<file path="src/sv/irpdd_pkg.sv">
package irpdd_pkg;

    localparam int DurationWidth = 16;
    localparam int MaxFrameBits  = 64;
    localparam int CodeWidth     = 64;
    localparam int FrameBitsW    = 7;
    localparam int RepeatW       = 3 * DurationWidth;
    localparam int CfgIndexW     = 3;
    localparam int CfgDataW      = RepeatW;
    localparam int FifoDepth     = 4;
    localparam int FifoAw        = $clog2(FifoDepth);
    localparam int CountW        = FifoAw + 1;
    localparam int ProdW         = DurationWidth + 4;

    localparam logic [FrameBitsW-1:0] FrameBitsReset = FrameBitsW'(32);

    typedef enum logic [5:0] {
        FS_IDLE   = 6'b000001,
        FS_HDR    = 6'b000010,
        FS_START  = 6'b000100,
        FS_EITHER = 6'b001000,
        FS_ONE    = 6'b010000,
        FS_ZERO   = 6'b100000
    } t_frame_state;

    typedef enum logic [CfgIndexW-1:0] {
        CFG_HDR_MARK   = 3'd0,
        CFG_HDR_SPACE  = 3'd1,
        CFG_ONE_MARK   = 3'd2,
        CFG_ONE_SPACE  = 3'd3,
        CFG_ZERO_MARK  = 3'd4,
        CFG_ZERO_SPACE = 3'd5,
        CFG_FRAME_BITS = 3'd6,
        CFG_REPEAT     = 3'd7
    } t_cfg_index;

    typedef enum logic {
        KIND_FRAME  = 1'b0,
        KIND_REPEAT = 1'b1
    } t_result_kind;

    // A length matches when it lies strictly between 0.6 and 1.4 times the
    // expected value; an expected value of zero never matches.
    function automatic logic near(input logic [DurationWidth-1:0] len,
                                  input logic [DurationWidth-1:0] expv);
        logic [ProdW-1:0] len10;
        logic [ProdW-1:0] exp6;
        logic [ProdW-1:0] exp14;
        len10 = (ProdW'(len) << 3) + (ProdW'(len) << 1);
        exp6  = (ProdW'(expv) << 2) + (ProdW'(expv) << 1);
        exp14 = (ProdW'(expv) << 4) - (ProdW'(expv) << 1);
        near  = (expv != '0) && (len10 > exp6) && (len10 < exp14);
    endfunction

endpackage

</file>
<file path="src/sv/ir_pulse_distance_decoder_unit.sv">
// IR pulse-distance decoder.
// Input channel: i_valid, o_stall, with i_is_mark and i_duration; a word is
// taken at a rising edge with i_valid high and o_stall low. Each word is one
// measured mark or space length in microseconds.
// Output channel: o_valid, i_stall, with o_result_kind, o_code_value and
// o_last; a word leaves at a rising edge with o_valid high and i_stall low.
// A decoded frame gives kind 0 with the received bits, a repeat pattern gives
// kind 1 with a zero code. An input that completes both gives the frame word
// first; o_last marks the final word caused by one input.
// The input word is registered, then decoded combinationally into a four-entry
// result queue; a result is offered once its decode has been written there.
// One input word is taken in every cycle while o_stall is low; the rate is set
// by the single decode stage and by the queue, which accepts a decode only
// while it has room for two results.
// Configuration is written through i_cfg_wr_en, i_cfg_index and i_cfg_data,
// one register per cycle, by the user only while the block is idle (unenforced).
// Synchronous active-low reset returns both recognisers to idle, empties the
// queue and restores the register defaults (frame_bits 32, all others zero).
// While the receiver stalls, the queue holds its words; once it is nearly
// full the decode stage waits and, with a word held, o_stall rises.
module ir_pulse_distance_decoder_unit (
    input  logic                                      i_clk,
    input  logic                                      i_rst_n,
    input  logic                                      i_valid,
    output logic                                      o_stall,
    input  logic                                      i_is_mark,
    input  logic [irpdd_pkg::DurationWidth-1:0]       i_duration,
    output logic                                      o_valid,
    input  logic                                      i_stall,
    output logic                                      o_result_kind,
    output logic [irpdd_pkg::CodeWidth-1:0]           o_code_value,
    output logic                                      o_last,
    input  logic                                      i_cfg_wr_en,
    input  logic [irpdd_pkg::CfgIndexW-1:0]           i_cfg_index,
    input  logic [irpdd_pkg::CfgDataW-1:0]            i_cfg_data
);

    localparam int Dw = irpdd_pkg::DurationWidth;
    localparam int Mf = irpdd_pkg::MaxFrameBits;
    localparam int Fw = irpdd_pkg::FrameBitsW;
    localparam int Aw = irpdd_pkg::FifoAw;
    localparam int Cw = irpdd_pkg::CountW;

    // Configuration registers.
    logic [Dw-1:0]                    r_hdr_mark;
    logic [Dw-1:0]                    r_hdr_space;
    logic [Dw-1:0]                    r_one_mark;
    logic [Dw-1:0]                    r_one_space;
    logic [Dw-1:0]                    r_zero_mark;
    logic [Dw-1:0]                    r_zero_space;
    logic [Fw-1:0]                    r_frame_bits;
    logic [irpdd_pkg::RepeatW-1:0]    r_repeat;

    // Input register.
    logic                             r_in_valid;
    logic                             r_in_mark;
    logic [Dw-1:0]                    r_in_dur;

    // Recogniser state.
    irpdd_pkg::t_frame_state          r_frame_state, n_frame_state;
    logic [Mf-1:0]                    r_shift, n_shift;
    logic [Fw-1:0]                    r_bits, n_bits;
    logic                             r_rep_space, n_rep_space;
    logic [1:0]                       r_rep_index, n_rep_index;

    // Result queue.
    logic                             r_q_kind [irpdd_pkg::FifoDepth];
    logic [irpdd_pkg::CodeWidth-1:0]  r_q_code [irpdd_pkg::FifoDepth];
    logic                             r_q_last [irpdd_pkg::FifoDepth];
    logic [Aw-1:0]                    r_wr_ptr;
    logic [Aw-1:0]                    r_rd_ptr;
    logic [Cw-1:0]                    r_count;

    logic                             accept_in;
    logic                             can_process;
    logic                             process;
    logic                             pop;
    logic                             frame_emit;
    logic                             rep_emit;
    logic [1:0]                       push_n;
    logic [Dw-1:0]                    rep_elem;
    logic                             push_bit_en;
    logic                             push_bit_val;
    logic                             m_hdr_mark;
    logic                             m_hdr_space;
    logic                             m_one_mark;
    logic                             m_one_space;
    logic                             m_zero_mark;
    logic                             m_zero_space;
    logic                             m_rep;
    logic [1:0]                       rep_index_inc;

    assign can_process = (r_count <= Cw'(irpdd_pkg::FifoDepth - 2));
    assign process     = r_in_valid && can_process;
    assign o_stall     = r_in_valid && !can_process;
    assign accept_in   = i_valid && !o_stall;
    assign o_valid     = (r_count != '0);
    assign pop         = o_valid && !i_stall;

    assign o_result_kind = r_q_kind[r_rd_ptr];
    assign o_code_value  = r_q_code[r_rd_ptr];
    assign o_last        = r_q_last[r_rd_ptr];

    assign m_hdr_mark   = irpdd_pkg::near(r_in_dur, r_hdr_mark);
    assign m_hdr_space  = irpdd_pkg::near(r_in_dur, r_hdr_space);
    assign m_one_mark   = irpdd_pkg::near(r_in_dur, r_one_mark);
    assign m_one_space  = irpdd_pkg::near(r_in_dur, r_one_space);
    assign m_zero_mark  = irpdd_pkg::near(r_in_dur, r_zero_mark);
    assign m_zero_space = irpdd_pkg::near(r_in_dur, r_zero_space);
    assign m_rep        = irpdd_pkg::near(r_in_dur, rep_elem);

    always_comb begin
        case (r_rep_index)
            2'd0:    rep_elem = r_repeat[Dw-1:0];
            2'd1:    rep_elem = r_repeat[2*Dw-1:Dw];
            2'd2:    rep_elem = r_repeat[3*Dw-1:2*Dw];
            default: rep_elem = '0;
        endcase
    end

    // Frame recogniser.
    always_comb begin
        n_frame_state = irpdd_pkg::FS_IDLE;
        frame_emit    = 1'b0;
        push_bit_en   = 1'b0;
        push_bit_val  = 1'b0;
        n_shift       = r_shift;
        n_bits        = r_bits;
        case (r_frame_state)
            irpdd_pkg::FS_HDR: begin
                if (!r_in_mark && m_hdr_space) begin
                    n_frame_state = irpdd_pkg::FS_START;
                    n_shift       = '0;
                    n_bits        = '0;
                end
            end
            irpdd_pkg::FS_START: begin
                if (r_in_mark && (r_bits == r_frame_bits)) begin
                    frame_emit = 1'b1;
                end else if (r_in_mark) begin
                    if (m_one_mark && m_zero_mark) begin
                        n_frame_state = irpdd_pkg::FS_EITHER;
                    end else if (m_one_mark) begin
                        n_frame_state = irpdd_pkg::FS_ONE;
                    end else if (m_zero_mark) begin
                        n_frame_state = irpdd_pkg::FS_ZERO;
                    end
                end
            end
            irpdd_pkg::FS_EITHER: begin
                if (!r_in_mark && m_one_space) begin
                    push_bit_en  = 1'b1;
                    push_bit_val = 1'b1;
                end else if (!r_in_mark && m_zero_space) begin
                    push_bit_en  = 1'b1;
                end
            end
            irpdd_pkg::FS_ONE: begin
                if (!r_in_mark && m_one_space) begin
                    push_bit_en  = 1'b1;
                    push_bit_val = 1'b1;
                end
            end
            irpdd_pkg::FS_ZERO: begin
                if (!r_in_mark && m_zero_space) begin
                    push_bit_en  = 1'b1;
                end
            end
            default: begin
                if (r_in_mark && m_hdr_mark) begin
                    n_frame_state = irpdd_pkg::FS_HDR;
                end
            end
        endcase
        if (push_bit_en) begin
            n_shift       = {r_shift[Mf-2:0], push_bit_val};
            n_bits        = r_bits + Fw'(1);
            n_frame_state = irpdd_pkg::FS_START;
        end
    end

    // Repeat recogniser.
    always_comb begin
        rep_index_inc = r_rep_index + 2'd1;
        rep_emit      = 1'b0;
        n_rep_space   = 1'b0;
        n_rep_index   = 2'd0;
        if (!r_rep_space) begin
            if (r_in_mark && m_rep) begin
                if (rep_index_inc == 2'd3) begin
                    rep_emit = 1'b1;
                end else begin
                    n_rep_space = 1'b1;
                    n_rep_index = rep_index_inc;
                end
            end
        end else if (!r_in_mark && m_rep) begin
            n_rep_index = rep_index_inc;
        end
    end

    assign push_n = process ? (2'(frame_emit) + 2'(rep_emit)) : 2'd0;

    always_ff @(posedge i_clk) begin
        if (!i_rst_n) begin
            r_hdr_mark   <= '0;
            r_hdr_space  <= '0;
            r_one_mark   <= '0;
            r_one_space  <= '0;
            r_zero_mark  <= '0;
            r_zero_space <= '0;
            r_frame_bits <= irpdd_pkg::FrameBitsReset;
            r_repeat     <= '0;
        end else if (i_cfg_wr_en) begin
            case (irpdd_pkg::t_cfg_index'(i_cfg_index))
                irpdd_pkg::CFG_HDR_MARK:   r_hdr_mark   <= i_cfg_data[Dw-1:0];
                irpdd_pkg::CFG_HDR_SPACE:  r_hdr_space  <= i_cfg_data[Dw-1:0];
                irpdd_pkg::CFG_ONE_MARK:   r_one_mark   <= i_cfg_data[Dw-1:0];
                irpdd_pkg::CFG_ONE_SPACE:  r_one_space  <= i_cfg_data[Dw-1:0];
                irpdd_pkg::CFG_ZERO_MARK:  r_zero_mark  <= i_cfg_data[Dw-1:0];
                irpdd_pkg::CFG_ZERO_SPACE: r_zero_space <= i_cfg_data[Dw-1:0];
                irpdd_pkg::CFG_FRAME_BITS: r_frame_bits <= i_cfg_data[Fw-1:0];
                irpdd_pkg::CFG_REPEAT:     r_repeat     <= i_cfg_data[irpdd_pkg::RepeatW-1:0];
                default: begin
                end
            endcase
        end
    end

    always_ff @(posedge i_clk) begin
        if (!i_rst_n) begin
            r_in_valid <= 1'b0;
        end else if (accept_in) begin
            r_in_valid <= 1'b1;
        end else if (process) begin
            r_in_valid <= 1'b0;
        end
    end

    always_ff @(posedge i_clk) begin
        if (accept_in) begin
            r_in_mark <= i_is_mark;
            r_in_dur  <= i_duration;
        end
    end

    always_ff @(posedge i_clk) begin
        if (!i_rst_n) begin
            r_frame_state <= irpdd_pkg::FS_IDLE;
            r_shift       <= '0;
            r_bits        <= '0;
            r_rep_space   <= 1'b0;
            r_rep_index   <= 2'd0;
        end else if (process) begin
            r_frame_state <= n_frame_state;
            r_shift       <= n_shift;
            r_bits        <= n_bits;
            r_rep_space   <= n_rep_space;
            r_rep_index   <= n_rep_index;
        end
    end

    // The frame word, when present, always goes first.
    always_ff @(posedge i_clk) begin
        if (push_n != 2'd0) begin
            r_q_kind[r_wr_ptr] <= frame_emit ? irpdd_pkg::KIND_FRAME
                                             : irpdd_pkg::KIND_REPEAT;
            r_q_code[r_wr_ptr] <= frame_emit ? irpdd_pkg::CodeWidth'(r_shift) : '0;
            r_q_last[r_wr_ptr] <= !(frame_emit && rep_emit);
        end
        if (push_n == 2'd2) begin
            r_q_kind[r_wr_ptr + Aw'(1)] <= irpdd_pkg::KIND_REPEAT;
            r_q_code[r_wr_ptr + Aw'(1)] <= '0;
            r_q_last[r_wr_ptr + Aw'(1)] <= 1'b1;
        end
    end

    always_ff @(posedge i_clk) begin
        if (!i_rst_n) begin
            r_wr_ptr <= '0;
            r_rd_ptr <= '0;
            r_count  <= '0;
        end else begin
            r_wr_ptr <= r_wr_ptr + Aw'(push_n);
            if (pop) begin
                r_rd_ptr <= r_rd_ptr + Aw'(1);
            end
            r_count <= r_count + Cw'(push_n) - Cw'(pop);
        end
    end

`ifndef SYNTHESIS
    a_count_bound: assert property (@(posedge i_clk) disable iff (!i_rst_n)
        r_count <= Cw'(irpdd_pkg::FifoDepth))
        else $error("result queue count exceeds its depth");

    a_stall_needs_word: assert property (@(posedge i_clk) disable iff (!i_rst_n)
        o_stall |-> r_in_valid)
        else $error("input stalled with an empty input register");

    a_count_track: assert property (@(posedge i_clk) disable iff (!i_rst_n)
        (push_n != 2'd0 && !pop) |=>
            r_count == $past(r_count) + Cw'($past(push_n)))
        else $error("result queue count lost a push");

    a_emit_from_start: assert property (@(posedge i_clk) disable iff (!i_rst_n)
        (process && frame_emit) |-> r_frame_state == irpdd_pkg::FS_START)
        else $error("frame word emitted outside the bit phase");
`endif

endmodule
</file>
<file path="config.mk">
export PLATFORM = sky130hd
export DESIGN_NAME = ir_pulse_distance_decoder_unit
export DESIGN_NICKNAME = d
export VERILOG_FILES = /design/src/sv/irpdd_pkg.sv /design/src/sv/ir_pulse_distance_decoder_unit.sv
export SDC_FILE = /design/constraint.sdc
export NUM_CORES = 2
export LEC_CHECK = 0
export ABC_AREA = 1
export BUFFER_PORTS_ARGS = -buffer_cell sky130_fd_sc_hd__buf_2
export CELL_PAD_IN_SITES_DETAIL_PLACEMENT = 0
export CELL_PAD_IN_SITES_GLOBAL_PLACEMENT = 1
export CORE_ASPECT_RATIO = 0.6
export CORE_MARGIN = 1
export CORE_UTILIZATION = 40
export CTS_CLUSTER_DIAMETER = 150
export DETAILED_ROUTE_END_ITERATION = 10
export GPL_TIMING_DRIVEN = 0
export PLACE_DENSITY = 0.68
export RECOVER_POWER = 25
export REMOVE_ABC_BUFFERS = 1
export SLEW_MARGIN = 20
export SYNTH_ARGS = -nofsm -noshare
export SYNTH_HDL_FRONTEND = slang
export SYNTH_SLANG_ARGS = --single-unit
</file>
<file path="constraint.sdc">
create_clock -name i_clk -period 11.54 [get_ports i_clk]
set_clock_uncertainty 0.1 [all_clocks]
set_input_delay 1.731 -clock i_clk [delete_from_list [all_inputs] [get_ports i_clk]]
set_output_delay 1.731 -clock i_clk [all_outputs]
set_load 0.005 [all_outputs]
</file>
== After elaboration in Yosys (flattened, before gate mapping) ==
Memory sizes are Yosys's and may differ from the RTL's. A register that Yosys moved wholly into a read port is not among the register bits.
Index checks and enable logic that the tools add are counted.

* Bits in writable memories: 264
* Register bits after elaboration: 256
* Input bits: 73
* Memories: 3
* Output and inout bits: 68

{| class="wikitable"
|+ Memories
! memory !! depth !! bits a word !! read ports !! clocked after Yosys merged registers in !! wr ports !! line !! RTL
|-
| r_q_code || 4 || 64 || 1 || 1 || 2 || ir_pulse_distance_decoder_unit.sv:68 || <nowiki>logic [irpdd_pkg::CodeWidth-1:0] r_q_code [irpdd_pkg::FifoDepth];</nowiki>
|-
| r_q_kind || 4 || 1 || 1 || 1 || 2 || ir_pulse_distance_decoder_unit.sv:67 || <nowiki>logic r_q_kind [irpdd_pkg::FifoDepth];</nowiki>
|-
| r_q_last || 4 || 1 || 1 || 1 || 2 || ir_pulse_distance_decoder_unit.sv:69 || <nowiki>logic r_q_last [irpdd_pkg::FifoDepth];</nowiki>
|}

* Multiplexer cells: 48
* Magnitude comparators: 15
* Add/sub/neg operators: 23
* Reduce and logical (&&, ||, !) cells: 57
* Eq/ne operators: 17

{| class="wikitable"
|+ Operators by type and width
! kind !! number
|-
| two-way mux 64 bit || 4
|-
| greater-than comparator 20 x 19 -> 1 bit || 7
|-
| less-than comparator 20 bit || 7
|-
| subtractor 20 x 17 -> 20 bit || 7
|-
| adder 18 x 17 -> 19 bit || 7
|-
| nonzero test 16 bit || 7
|-
| case mux 16 bit (3 select lines) || 1
|-
| two-way mux 6 bit || 6
|-
| logical AND 1 bit || 27
|-
| two-way mux 2 bit || 12
|-
| two-way mux 7 bit || 3
|-
| adder 19 x 17 -> 20 bit || 1
|-
| two-way mux 1 bit || 19
|-
| case mux 6 bit (3 select lines) || 1
|-
| AND reduction 2 bit || 8
|-
| equality test 3 bit, second input constant || 4
|-
| nonzero test 2 bit || 4
|-
| adder 7 x 1 -> 7 bit, second input constant || 1
|-
| equality test 7 bit || 1
|-
| adder 2 x 1 -> 2 bit, second input constant || 3
|-
| equality test 2 bit, second input constant || 3
|-
| equality test 3 x 2 -> 1 bit, second input constant || 2
|-
| equality test 6 x 2 -> 1 bit, second input constant || 1
|-
| equality test 6 x 3 -> 1 bit, second input constant || 1
|-
| other kinds (19) || 23
|}

== Logic depth before layout (Yosys ltp) ==
* Depth in word-level cells: 14
* Depth in mapped cells: 48
* Mapped depth without buffers: 46

== Least setup slack after synthesis ==
No wires, ideal clock.

* Path type: reg-to-reg
* Start point: register r_rep_index[0]
* End point: register r_count[2]
* Cell stages (with the launch flop): 45
* Required time: 11.312 ns
* Period minus slack after synthesis: 5.953 ns
* Path slack: 5.587 ns
* Data arrival time: 5.726 ns
* Cells stage by stage: dfxtp_1 inv_1 ha_1 clkbuf_1 clkbuf_1 nand2_1 nand3_1 nand2_1 ha_1 a21o_1 nand3_1 nand2_1 a21oi_1 o21ai_0 a31oi_1 o21ai_0 nand2_1 nand2_1 [9 not listed] nand2_1 nand2_1 nand2_1 nand2_1 nand2_1 nand2_1 nor2_1 nand2_1 nor2_1 ha_1 inv_1 nor2_1 inv_1 ha_1 fa_1 xor2_1 inv_1 nor2_1

* Longest elaborated chain between the ends: 13

{| class="wikitable"
|+ RTL lines
! item !! line !! RTL
|-
| start: declaration || ir_pulse_distance_decoder_unit.sv:64 || <nowiki>logic [1:0] r_rep_index, n_rep_index;</nowiki>
|-
| start signal: assignment || ir_pulse_distance_decoder_unit.sv:259 || <nowiki>r_rep_index <= n_rep_index;</nowiki>
|-
| equality test 2 bit, or another cell as far along || ir_pulse_distance_decoder_unit.sv:113 || <nowiki>case (r_rep_index)</nowiki>
|-
| case mux 16 bit (3 select lines) || ir_pulse_distance_decoder_unit.sv:113 ||
|-
| adder 18 x 17 -> 19 bit || irpdd_pkg.sv:50 || <nowiki>exp6 = (ProdW'(expv) << 2) + (ProdW'(expv) << 1);</nowiki>
|-
| greater-than comparator 20 x 19 -> 1 bit || irpdd_pkg.sv:52 || <nowiki>near = (expv != '0) && (len10 > exp6) && (len10 < exp14);</nowiki>
|-
| logical AND 1 bit (2 in series) || irpdd_pkg.sv:52 ||
|-
| logical AND 1 bit || ir_pulse_distance_decoder_unit.sv:189 || <nowiki>if (r_in_mark && m_rep) begin</nowiki>
|-
| two-way mux 1 bit * || ir_pulse_distance_decoder_unit.sv:189 ||
|-
| two-way mux 1 bit * || ir_pulse_distance_decoder_unit.sv:188 || <nowiki>if (!r_rep_space) begin</nowiki>
|-
| adder 1 x 1 -> 2 bit * || ir_pulse_distance_decoder_unit.sv:202 || <nowiki>assign push_n = process ? (2'(frame_emit) + 2'(rep_emit)) : 2'd0;</nowiki>
|-
| two-way mux 2 bit * || ir_pulse_distance_decoder_unit.sv:202 ||
|-
| adder 3 x 2 -> 3 bit * || ir_pulse_distance_decoder_unit.sv:288 || <nowiki>r_count <= r_count + Cw'(push_n) - Cw'(pop);</nowiki>
|-
| subtractor 3 x 1 -> 3 bit * || ir_pulse_distance_decoder_unit.sv:288 ||
|-
| end signal: assignment || ir_pulse_distance_decoder_unit.sv:288 ||
|-
| end: declaration || ir_pulse_distance_decoder_unit.sv:72 || <nowiki>logic [Cw-1:0] r_count;</nowiki>
|}

Every way passes the cells marked *; elsewhere a longest branch is shown, timed or not.
A chain may end at the register's enable or synchronous reset.

==> results.json <==
{
  "first_pass_iters": 5,
  "drt-initial-drc-count": 2871,
  "drc": 0,
  "cp_slowest_cell": "edfxtp_1",
  "cp_max_fo": 43,
  "place_hpwl_um": 87030,
  "status": "finished, violations left",
  "synth_top_area_cell": "dfxtp_1",
  "pwr-share-comb_pct": 41.3,
  "start_util_pct": 40.56,
  "slowest_delay_ns": 1.09,
  "synth-seq-cells": 522,
  "post_cts_resized": 0,
  "fp.dieH_um": 236.0,
  "period_needed_ns": 8.526,
  "synth_top_area_share_pct": 27.70,
  "cts_tree": "yes",
  "setup_violations": 0,
  "overflow": 0,
  "drt-total-wl_um": 123400,
  "grt_pass1_vias": 30760,
  "num_io_pins": 141,
  "finalInstanceArea_um2": 40770,
  "clock_sinks": 522,
  "rsz0062_at_grt": "no",
  "max_slew_margin_pct": -192.8,
  "path_class": "reg2reg",
  "clk_latency_ns": 0.66,
  "startpoint_type": "flip-flop",
  "async_flop_share_pct": 0,
  "final_nets": 5625,
  "yosysSeqAreaShare_pct": 29.10,
  "required_ns": 11.93,
  "gp_congestion": 0.8600,
  "avgSynthCellArea_um2": 7.352,
  "cts_made_buffers": 55,
  "worst_ep_arrival_time_ns": 8.92,
  "ctsLongestPathBuffers": 3,
  "worst_pin_slew_ns": 4.392,
  "clk_root_buffer_cell": "clkbuf_16",
  "p_int_mw": 4.044,
  "wl_per_cell_um": 19.71,
  "via_per_inst": 5.381,
  "syn_area_um2": 36500,
  "fmax_mhz": 117.3,
  "fin_setup_tns_ns": 0,
  "grt_pass1_wl_um": 188200,
  "slew_viol_final": 179,
  "path_common_cell": "nand2_1",
  "nFillCells": 9293,
  "violations": "capacitance limit, slew limit",
  "drive_gt1_share_pct": 6.432,
  "clkPwrFrac_pct": 28.3,
  "p_leak_nw": 18.22,
  "ant_nets": 0,
  "synthFlopType": "dfxtp_1",
  "cts-hold-fix-buffers": 0,
  "drv_cap": 3,
  "cts_setup_buffers": 0,
  "cts_max_level": 2,
  "layout-area-overhead-vs-synth_pct": 11.73,
  "syn_inst": 4964,
  "die_w_um": 392.0,
  "rows": 85,
  "core_um2": 89970,
  "design.die.area_um2": 92490,
  "end_kind": "flip-flop",
  "p_switching_mw": 2.648,
  "grt_max_degree": 94,
  "grt_use_total_pct": 26.10,
  "synth_edf_count": 17,
  "min_path_type": "reg2reg",
  "seqPwrFrac_pct": 30.5,
  "place_area_um2": 38910,
  "hold_viol": 0,
  "port_buffers": 140,
  "netSwitchingFraction_pct": 39.57,
  "power_per_cell_area_nw_per_um2": 164.1,
  "yosys-top-cells-area": "dfxtp_1 28%, ha_1 19%, a21oi_1 10%",
  "ir_drop_uv": 112.7,
  "finalCritPeriodShare_pct": 73.88,
  "synth_warnings": 0,
  "antenna_found_initial": 18,
  "num_vias": 33680,
  "path_clk_slew_ns": 0.07,
  "synth_cell_type_count": 55
}
placed cells by master (no fill, tap or decap), types with 7 or more instances in the layout:
master / Yosys / layout
a21oi_1: 752 / 752
nand2_1: 745 / 742
o21ai_0: 641 / 641
ha_1: 552 / 551
dfxtp_1: 505 / 503
nor2_1: 425 / 423
inv_1: 402 / 394
xor2_1: 158 / 153
buf_2: 3 / 138
nand3_1: 122 / 121
xnor2_1: 80 / 75
o22ai_1: 68 / 68
clkbuf_16: 0 / 56
nor3_1: 53 / 53
nand4_1: 47 / 47
a21boi_0: 31 / 31
o211ai_1: 20 / 20
buf_16: 0 / 18
edfxtp_1: 17 / 17
o21bai_1: 15 / 15
a211oi_1: 14 / 14
clkinv_2: 0 / 13
nor4_1: 12 / 12
clkbuf_8: 0 / 12
a31oi_1: 11 / 11
clkbuf_1: 185 / 9
buf_12: 0 / 9
a21o_1: 8 / 8
fa_1: 9 / 8
buf_6: 1 / 8
o221ai_1: 7 / 7
Yosys cell counts, drive strengths merged (6+ instances only):
library cell    n
a211oi         14
a2111oi         6
a21oi         754
nand4          47
nand3         124
o221ai          7
buf            24
edfxtp         17
xor2          158
a31oi          11
clkbuf        185
nor4           12
nor2          430
o21bai         15
ha            552
nor3           53
xnor2          80
nand2         750
o21a            6
nor3b           7
o22ai          68
a21boi         31
o211ai         20
fa              9
o21ai         643
inv           405
dfxtp         505
a21o            8
path summary, 6_finish.rpt:
kind,from,end,slack (ns),cells after the start
worst min-delay path,r_bits[5]$_SDFFE_PN0P_,r_bits[5]$_SDFFE_PN0P_,0.36,2
worst min register to register,r_bits[5]$_SDFFE_PN0P_,r_bits[5]$_SDFFE_PN0P_,0.36,2
worst max-delay path,r_in_dur[1]$_DFFE_PP_,r_q_code[0][1]$_SDFFE_PP0N_,3.01,31
worst max register to register,r_in_dur[1]$_DFFE_PP_,r_q_code[0][1]$_SDFFE_PP0N_,3.01,31
worst max-delay path, delay by kind of cell, from the launching register on:
kind | cells | cell delay [ns]
and+or+nand+nor | 15 | 3.04
AOI/OAI and AO/OA | 8 | 1.74
buffers and inverters | 4 | 1.25
DFF | 1 | 1.09
adders and majority gates | 3 | 0.91
xor gates and xnor gates | 1 | 0.15
state kept, by name (all words and copies together) (netlist names), 6 cells and up, named ones only:
register	count
r_bits	7
r_frame_bits	7
r_frame_state	6
r_hdr_mark	16
r_hdr_space	16
r_in_dur	16
r_one_mark	16
r_one_space	16
r_q_code	256
r_repeat	48
r_shift	64
r_zero_mark	16
r_zero_space	16
power by group through the flow:
stage               Sequential [mW]  Clock [mW]  Combinational (mW)
floorplan                      2.06           0                1.74
global placement               2.12           0                2.59
detailed placement             2.07           0                2.73
CTS                            2.03        1.93                2.75
global route                   2.05        2.00                3.11
finish                         2.04        1.89                2.76
per-stage QoR:
step	total power, mW	setup slack, ns	hold WS, ns	std cells	util, %
after global placement	4.705	-3.007	0.3534	6113	42.06
final	6.692	3.014	0.3647	6259	45.32
after floorplan	3.799	2.818	0.3356	4755	-
after detailed placement	4.804	3.185	0.3492	6152	43.25
after global routing	7.160	2.370	0.3775	6259	45.32
after CTS	6.709	3.121	0.3653	6255	45.35
cell type report:
cell class / instances / area, um2 / area share, %
clock inverter: 29 / 300.3 / 0.7365
clock buffer: 74 / 1589 / 3.897
tap: 1218 / 1524 / 3.738
timing repair buffer: 179 / 1513 / 3.710
sequential: 522 / 10630 / 26.06
antenna: 4 / 10.01 / 0.02455
inverter: 406 / 1554 / 3.811
multi-input combinational: 3827 / 23660 / 58.02
metal layers:
| metal | global-route usage, % | part of all wire, % | vias to the layer above |
|---|---|---|---|
| met3 | 4.237 | 7.0 | 113 |
| met4 | 5.031 | 1.7 | 2 |
| met5 | 0 | 0.0089 | - |
| met2 | 34.74 | 38 | 931 |
| li1 | - | - | 17120 |
| met1 | 42.57 | 53 | 15520 |
cells by family after synthesis:
logic type | share of synthesized area, %
flops | 29.10
fa+ha+maj | 19.42
xor+xnor | 5.712
compound gates | 23.11
buf+inv | 6.589
simple gates | 16.07
Note: power is estimated with default switching activity, not from simulation.
